<file path="src/design/spq_pkg.sv">
package spq_pkg;

  localparam int SPQ_CAPACITY = 16;

  localparam int TAG_W   = 8;
  localparam int PRIO_W  = 13;
  localparam int AGIL_W  = 8;
  localparam int GAIN_W  = 5;
  localparam int CLASS_W = 2;
  localparam int CNT_W   = 5;
  localparam int IDX_W   = 2;

  localparam logic [GAIN_W-1:0] AGILE_GAIN_RST  = GAIN_W'(15);
  localparam logic [GAIN_W-1:0] TANK_GAIN_RST   = GAIN_W'(8);
  localparam logic [GAIN_W-1:0] NORMAL_GAIN_RST = GAIN_W'(10);

  typedef enum logic {
    OP_ENQ = 1'b0,
    OP_DEQ = 1'b1
  } op_e;

  typedef enum logic [CLASS_W-1:0] {
    CLASS_AGILE  = 2'd0,
    CLASS_TANK   = 2'd1,
    CLASS_OTHER  = 2'd2,
    CLASS_SPARE  = 2'd3
  } class_e;

  typedef enum logic [IDX_W-1:0] {
    REG_AGILE_GAIN  = 2'd0,
    REG_TANK_GAIN   = 2'd1,
    REG_NORMAL_GAIN = 2'd2,
    REG_UNUSED      = 2'd3
  } cfg_reg_e;

  typedef struct packed {
    logic               op;
    logic [TAG_W-1:0]   item_tag;
    logic [AGIL_W-1:0]  agility;
    logic [CLASS_W-1:0] item_class;
    logic               alive;
  } in_word_t;

  typedef struct packed {
    logic [TAG_W-1:0]  front_tag;
    logic [PRIO_W-1:0] front_priority;
    logic [CNT_W-1:0]  entry_count;
    logic              is_empty;
    logic              op_error;
  } out_word_t;

  typedef struct packed {
    logic [TAG_W-1:0]  tag;
    logic [PRIO_W-1:0] prio;
  } slot_t;

  typedef struct packed {
    logic  push;
    logic  pop;
    slot_t fresh;
  } cell_ctl_t;

endpackage

</file>
<file path="src/design/spq_gain.sv">
module spq_gain (
  input  logic                        clk,
  input  logic                        rst,
  input  logic                        cfg_wr,
  input  logic [spq_pkg::IDX_W-1:0]   cfg_index,
  input  logic [spq_pkg::GAIN_W-1:0]  cfg_data,
  input  logic                        load,
  input  logic [spq_pkg::AGIL_W-1:0]  agility,
  input  logic [spq_pkg::CLASS_W-1:0] item_class,
  input  logic                        alive,
  output logic [spq_pkg::PRIO_W-1:0]  prio
);
  import spq_pkg::*;

  logic [GAIN_W-1:0] agile_gain;
  logic [GAIN_W-1:0] tank_gain;
  logic [GAIN_W-1:0] normal_gain;
  logic [GAIN_W-1:0] gain_sel;
  logic [PRIO_W-1:0] prio_next;

  always_ff @(posedge clk) begin
    if (rst) begin
      agile_gain  <= AGILE_GAIN_RST;
      tank_gain   <= TANK_GAIN_RST;
      normal_gain <= NORMAL_GAIN_RST;
    end else if (cfg_wr) begin
      unique case (cfg_reg_e'(cfg_index))
        REG_AGILE_GAIN:  agile_gain  <= cfg_data;
        REG_TANK_GAIN:   tank_gain   <= cfg_data;
        REG_NORMAL_GAIN: normal_gain <= cfg_data;
        default: ;
      endcase
    end
  end

  always_comb begin
    unique case (class_e'(item_class))
      CLASS_AGILE: gain_sel = agile_gain;
      CLASS_TANK:  gain_sel = tank_gain;
      default:     gain_sel = normal_gain;
    endcase
    prio_next = alive ? (PRIO_W'(agility) * PRIO_W'(gain_sel)) : '0;
  end

  always_ff @(posedge clk) begin
    if (load) begin
      prio <= prio_next;
    end
  end

endmodule

</file>
<file path="src/design/spq_cell.sv">
module spq_cell (
  input  logic               clk,
  input  spq_pkg::cell_ctl_t ctl,
  input  logic               occ,
  input  logic               left_ge,
  input  spq_pkg::slot_t     left_slot,
  input  spq_pkg::slot_t     right_slot,
  output spq_pkg::slot_t     slot,
  output logic               ge
);
  import spq_pkg::*;

  // entry stays ahead of the new word when its priority is equal or higher
  assign ge = occ && (slot.prio >= ctl.fresh.prio);

  always_ff @(posedge clk) begin
    if (ctl.pop) begin
      slot <= right_slot;
    end else if (ctl.push && !ge) begin
      slot <= left_ge ? ctl.fresh : left_slot;
    end
  end

endmodule

</file>
<file path="src/design/sorted_priority_queue.sv">
// Channel  Ports                                    Handshake
// cmd      start, busy, cmd                         taken when start && !busy
// result   done, result                             one-cycle strobe, no stall
// cfg      cfg_valid, cfg_ready, cfg_index, cfg_data taken when valid && ready
//
// A taken word is registered with its computed priority; the cell row, count and
// error flag then update as done is raised, and result is valid while done is high.
// busy is high while a taken word is pending, so words never overlap;
// this is set by the priority multiply register followed by the cell row update.
// All cells compare and shift in the same cycle; capacity does not change timing.
// Synchronous reset empties the queue and loads the default gains.
// cfg_ready is always high; the result side cannot stall the block.
module sorted_priority_queue #(
  parameter int CAPACITY = spq_pkg::SPQ_CAPACITY
) (
  input  logic                       clk,
  input  logic                       rst,
  input  logic                       start,
  output logic                       busy,
  input  spq_pkg::in_word_t          cmd,
  output logic                       done,
  output spq_pkg::out_word_t         result,
  input  logic                       cfg_valid,
  output logic                       cfg_ready,
  input  logic [spq_pkg::IDX_W-1:0]  cfg_index,
  input  logic [spq_pkg::GAIN_W-1:0] cfg_data
);
  import spq_pkg::*;

  localparam int CW = $clog2(CAPACITY + 1);

  logic              accept;
  logic              pend;
  logic              item_op;
  logic [TAG_W-1:0]  item_tag;
  logic [PRIO_W-1:0] item_prio;
  logic [CW-1:0]     count;
  logic [CW-1:0]     count_next;
  logic              err;
  logic              err_next;
  logic              full;
  logic              empty;
  cell_ctl_t         ctl;
  slot_t             slots [CAPACITY];
  logic [CAPACITY-1:0] ge_vec;

  assign accept    = start && !busy;
  assign busy      = pend;
  assign cfg_ready = 1'b1;
  assign full      = (count == CW'(CAPACITY));
  assign empty     = (count == '0);

  spq_gain u_gain (
    .clk        (clk),
    .rst        (rst),
    .cfg_wr     (cfg_valid && cfg_ready),
    .cfg_index  (cfg_index),
    .cfg_data   (cfg_data),
    .load       (accept),
    .agility    (cmd.agility),
    .item_class (cmd.item_class),
    .alive      (cmd.alive),
    .prio       (item_prio)
  );

  always_ff @(posedge clk) begin
    if (accept) begin
      item_op  <= cmd.op;
      item_tag <= cmd.item_tag;
    end
  end

  always_comb begin
    ctl.push        = pend && (item_op == OP_ENQ) && !full;
    ctl.pop         = pend && (item_op == OP_DEQ) && !empty;
    ctl.fresh.tag   = item_tag;
    ctl.fresh.prio  = item_prio;
    count_next      = count;
    err_next        = err;
    if (pend) begin
      err_next = (item_op == OP_ENQ) ? full : empty;
      if (ctl.push) begin
        count_next = count + CW'(1);
      end else if (ctl.pop) begin
        count_next = count - CW'(1);
      end
    end
  end

  always_ff @(posedge clk) begin
    if (rst) begin
      pend  <= 1'b0;
      done  <= 1'b0;
      count <= '0;
      err   <= 1'b0;
    end else begin
      pend  <= accept;
      done  <= pend;
      count <= count_next;
      err   <= err_next;
    end
  end

  for (genvar i = 0; i < CAPACITY; i++) begin : g_cell
    spq_cell u_cell (
      .clk        (clk),
      .ctl        (ctl),
      .occ        (count > CW'(i)),
      .left_ge    ((i == 0) ? 1'b1 : ge_vec[(i == 0) ? 0 : i - 1]),
      .left_slot  (slots[(i == 0) ? 0 : i - 1]),
      .right_slot (slots[(i == CAPACITY - 1) ? i : i + 1]),
      .slot       (slots[i]),
      .ge         (ge_vec[i])
    );
  end

  always_comb begin
    result.front_tag      = empty ? '0 : slots[0].tag;
    result.front_priority = empty ? '0 : slots[0].prio;
    result.entry_count    = CNT_W'(count);
    result.is_empty       = empty;
    result.op_error       = err;
  end

  a_strobe: assert property (@(posedge clk) disable iff (rst) pend |=> done)
    else $error("result strobe missing");
  a_bound: assert property (@(posedge clk) disable iff (rst) count <= CW'(CAPACITY))
    else $error("count above capacity");
  a_push: assert property (@(posedge clk) disable iff (rst)
    ctl.push |=> count == $past(count) + CW'(1))
    else $error("count not raised on insert");
  a_err: assert property (@(posedge clk) disable iff (rst)
    done && result.op_error |-> count == $past(count))
    else $error("state changed on error");

endmodule
</file>
<file path="config.mk">
export PLATFORM = sky130hd
export DESIGN_NAME = sorted_priority_queue
export DESIGN_NICKNAME = d
export VERILOG_FILES = /design/src/design/spq_pkg.sv /design/src/design/spq_gain.sv /design/src/design/spq_cell.sv /design/src/design/sorted_priority_queue.sv
export SDC_FILE = /design/constraint.sdc
export NUM_CORES = 1
export LEC_CHECK = 0
export BUFFER_PORTS_ARGS = -buffer_cell sky130_fd_sc_hd__buf_2
export CORE_MARGIN = 4
export CORE_UTILIZATION = 45
export CTS_BUF_LIST = sky130_fd_sc_hd__clkbuf_8
export CTS_CLUSTER_SIZE = 14
export DETAILED_ROUTE_END_ITERATION = 6
export GPL_TIMING_DRIVEN = 0
export PLACE_DENSITY_LB_ADDON = 0.15
export SLEW_MARGIN = 25
export SYNTH_ARGS = -nofsm -noshare
export SYNTH_HDL_FRONTEND = slang
export SYNTH_SLANG_ARGS = --single-unit
</file>
<file path="constraint.sdc">
create_clock -name clk -period 5.56 [get_ports clk]
set_input_delay 0.556 -clock clk [delete_from_list [all_inputs] [get_ports clk]]
set_output_delay 0.556 -clock clk [all_outputs]
set_load 0.05 [all_outputs]
</file>
==> summary.md <==
| Metric | Value |
|---|---|
| Gate power share | 19.6% |
| Nets | 2825 |
| Worst path cell trace | clkbuf_1 -> inv_1 -> ha_1 -> a21oi_1 -> o21ai_0 -> a2111oi_1 -> nor2_1 -> buf_4 -> o21ai_4 -> buf_8 |
| Post-synth top flop | edfxtp_1 |
| Post-Layout Inst Area | between 0.02 and 0.03 mm^2 |
| All-layer global routing usage | approximately a quarter |
| Setup crit end kind | flip-flop |
| Post-synthesis async set-or-reset flop share | 0% |
| Die area | between 0.05 and 0.06 mm^2 |
| P_leak | 0.0106 uW |
| Internal | 5120 uW |
| FF+latch area | 0.0112 mm^2 |
| P_sw | 2350 uW |
| Vias per inst | 6.10 |
| CP required | 5.91 ns |
| First-pass GRT wire length | roughly 120000 um |
| Area leader, netlist | edfxtp_1 |
| CTS buffer count | ~70 |
| Overflow after GRT | 0 |
| Clock network fraction of total power | approximately a third |
| Seq cells post-synth | 381 |
| Sequential power share | 45.9% |
| Routed Antenna Nets | 0 |
| WP data arrival | 4.95 ns |
| Post-Synthesis Mean Instance Area | 10.4 um^2 |
| Fmax | 217 MHz |
| Finish-stage setup viols | 0 |
| Min Tclk post-route | 4.60 ns |
| Synth top area cells | edfxtp_1, ha_1, mux2i_1 |
| Hold Vio Cnt, Final | 0 |
| Via count | about 20000 |
| Initial antenna violation count | 0 |
| Die Y | 243 um |
| Post-synth EDFFs | 358 |
| CP max stage delay | 0.87 ns |
| Root Driver | clkbuf_8 |
| Post-CTS Setup Bufs | 0 |
| DR pass1 iterations | 5 |
| Clk slew on worst S/H paths | 0.07 ns |
| Tcrit/Tclk final | 82.8% |
| Crit path max fanout | 18 |
| Status | completed |
| Post-Syn Instances | between 2000 and 2500 |
| # fillers | 4918 |
| Post-DP Area | 0.0263 mm^2 |
| WS Path Type | reg -> reg |
| Initial DRC Count | 1822 |
| Net switching fraction of the power | roughly a third |
| Clk buf depth | 3 |
| PostCTS Resize Cnt | 0 |
| Seq/Total Area, Yosys | 45.1% |
| Core area | 0.0542 mm^2 |
| Slew of the pin with the lowest slew margin | 1.04 ns |
| Layout area overhead | 11.0% |
| Layout cells sized above 1 | 10.4% |
| Drt total wl | 79700 um |
| Hold Buf Count CTS | 0 |
| Syn Nets | 2684 |
| Max IR drop VDD | 0.000172 V |
| Residual DRC | 0 |
| Post-Layout Cell Count | 3288 |
| Cells after DPL | roughly 3200 |
| Hold WS | 0.0716 ns |
| Clk_skew | 0.0326 ns |
| Top-area cell type share of the netlist area | 43.2% |
| H-tree depth | 3 |
| Chip Width | 243 um |
| Detail Placement HPWL | 60700 um |
| Slew Limit Fails | 0 |
| N_diodes | 0 |
| WP buf/inv | 4 |
| Row cnt | 85 |
| Cell family with most CP delay | compound AO/OA/AOI/OAI gates |
| Multi-input gate area | 0.0128 mm^2 |
| Largest net degree at the start of global routing | 24 |
| Starting density of the core | 45.8% |
| Clk_lat worst skew | 0.68 ns |
| Hold Path Class | in -> reg |
| Final Wtd Congestion | 0.961 |
| # Max-Cap Violations | 0 |
| Clock sinks | 381 |
| # port buffers | between 50 and 60 |
| Boundary Pins | 62 |
| Wirelength per Cell | 24.2 um |
| PD cells | 271 mW/mm^2 |
| Ys Warns | 0 |
| CTS tree | yes |
| Startpoint Class | flip-flop |
| Number of global-route vias before repair | 20036 |
| Post-Syn Area | 0.0249 mm^2 |
| RSZ-0062 raised after global routing | no |
| Slowest library cell on the worst path | a2111oi_1 |
| Unique masters post-synth | 66 |
| Max transition margin | between 30 and 40% |
## power by group through the flow
| stage | sequential (uW) | combinational [uW] | clock [uW] |
|---|---|---|---|
| 2_1_floorplan | 3440 | 976 | 0 |
| 6_report | 3430 | 1460 | 2580 |
| 3_3_place_gp | 3490 | 1360 | 0 |
| 3_5_place_dp | 3480 | 1430 | 0 |
| 5_1_grt | 3440 | 1620 | 2730 |
| 4_1_cts | 3420 | 1440 | 2610 |
## path summary, 6_finish.rpt
kind / from / end / slack, ns / cells past startpoint
min reg2reg: u_gain.tank_gain[3]$_SDFFE_PP1P_ / u_gain.tank_gain[3]$_SDFFE_PP1P_ / 0.47 / 1
min: cmd[18] / item_tag[7]$_DFFE_PP_ / 0.07 / 1
max: u_gain.prio[10]$_SDFFCE_PN0P_ / g_cell[7].u_cell.slot[5]$_DFFE_PP_ / 0.96 / 10
max reg2reg: u_gain.prio[10]$_SDFFCE_PN0P_ / g_cell[7].u_cell.slot[5]$_DFFE_PP_ / 0.96 / 10
## area by class of cell
type,instances,share of cell area [%]
well taps,696,3.15
inverters,60,0.816
plain buffers,171,2.76
clock buffers,75,3.74
repair buffers,67,1.63
flip-flops and latches,381,40.6
multi-input cells,1789,46.4
clock inverters,49,0.866
## sequential cells by signal (all words and copies together), names as in the netlist
register            flops
busy                    1
count                   5
done                    1
err                     1
g_cell.u_cell.slot    336
item_op                 1
item_tag                8
u_gain.agile_gain       5
u_gain.normal_gain      5
u_gain.prio            13
u_gain.tank_gain        5
## routing by layer
metal | wire length (um) | track usage, % | up-vias
met3 | 5490 | 4.11 | 159
li1 | - | - | 9108
met1 | 36900 | 38.3 | 9961
met5 | 0 | 0 | -
met4 | 2150 | 7.79 | 0
met2 | 35200 | 40.0 | 835
## logic make-up after synthesis
family                   share of synthesized area [%]
other                                           0.0151
flip-flops                                        45.1
buffers and inverters                             3.95
adder cells (fa/ha/maj)                           13.2
AND/OR/NAND/NOR                                   11.6
multiplexers                                      11.6
AO/OA/AOI/OAI                                     14.2
XOR/XNOR                                         0.317
## through the flow
step | power [uW] | setup WS, ns | TNS [ns] | util, %
2_1_floorplan | 4420 | 1.11 | 0 | -
3_3_place_gp | 4850 | -1.36 | -160.69 | 48.0
3_5_place_dp | 4920 | 0.574 | 0 | 48.5
4_1_cts | 7470 | 0.855 | 0 | 50.9
5_1_grt | 7790 | 0.682 | 0 | 50.9
6_report | 7470 | 0.957 | 0 | 50.9
## cell usage in the layout (no fill, tap or decap), types with 5 or more instances in the layout
master	n
nor3_1	7
nand4_1	16
a2111oi_0	6
buf_2	94
clkbuf_1	106
mux2i_1	264
clkinv_1	13
a21o_1	17
a21oi_1	221
a211o_1	8
buf_4	13
dfxtp_1	23
mux2_2	21
o21ai_4	10
fa_1	18
a31o_2	14
buf_1	11
inv_1	87
o221a_1	20
xnor2_1	5
clkbuf_8	75
a211oi_1	11
nand3_1	14
nor2_1	211
ha_1	234
and2_1	46
nand2b_1	8
edfxtp_1	358
o2bb2ai_1	11
o21ai_0	207
o21a_1	5
nor2b_1	44
buf_8	7
and3_1	5
nand2_1	273
a221o_1	21
## Yosys cell counts (5+ instances only)
cell / n
buf_1: 11
a221o_1: 22
nand2b_1: 8
a211o_1: 8
clkbuf_1: 108
o2bb2ai_1: 11
nor2b_1: 45
and2_1: 46
mux2_2: 21
nand3_1: 14
a211oi_1: 11
xnor2_1: 5
o21ai_0: 217
nor3b_1: 5
o21a_1: 5
a21o_1: 18
dfxtp_1: 23
edfxtp_1: 358
ha_1: 234
o221a_1: 20
nand4_1: 16
a31o_2: 14
a21oi_1: 221
nor2_1: 211
buf_2: 36
and3_1: 5
mux2i_1: 264
nand2_1: 276
nor3_1: 7
inv_1: 59
a2111oi_0: 9
fa_1: 18
buf_4: 13
(Power assumes the default switching activity.)
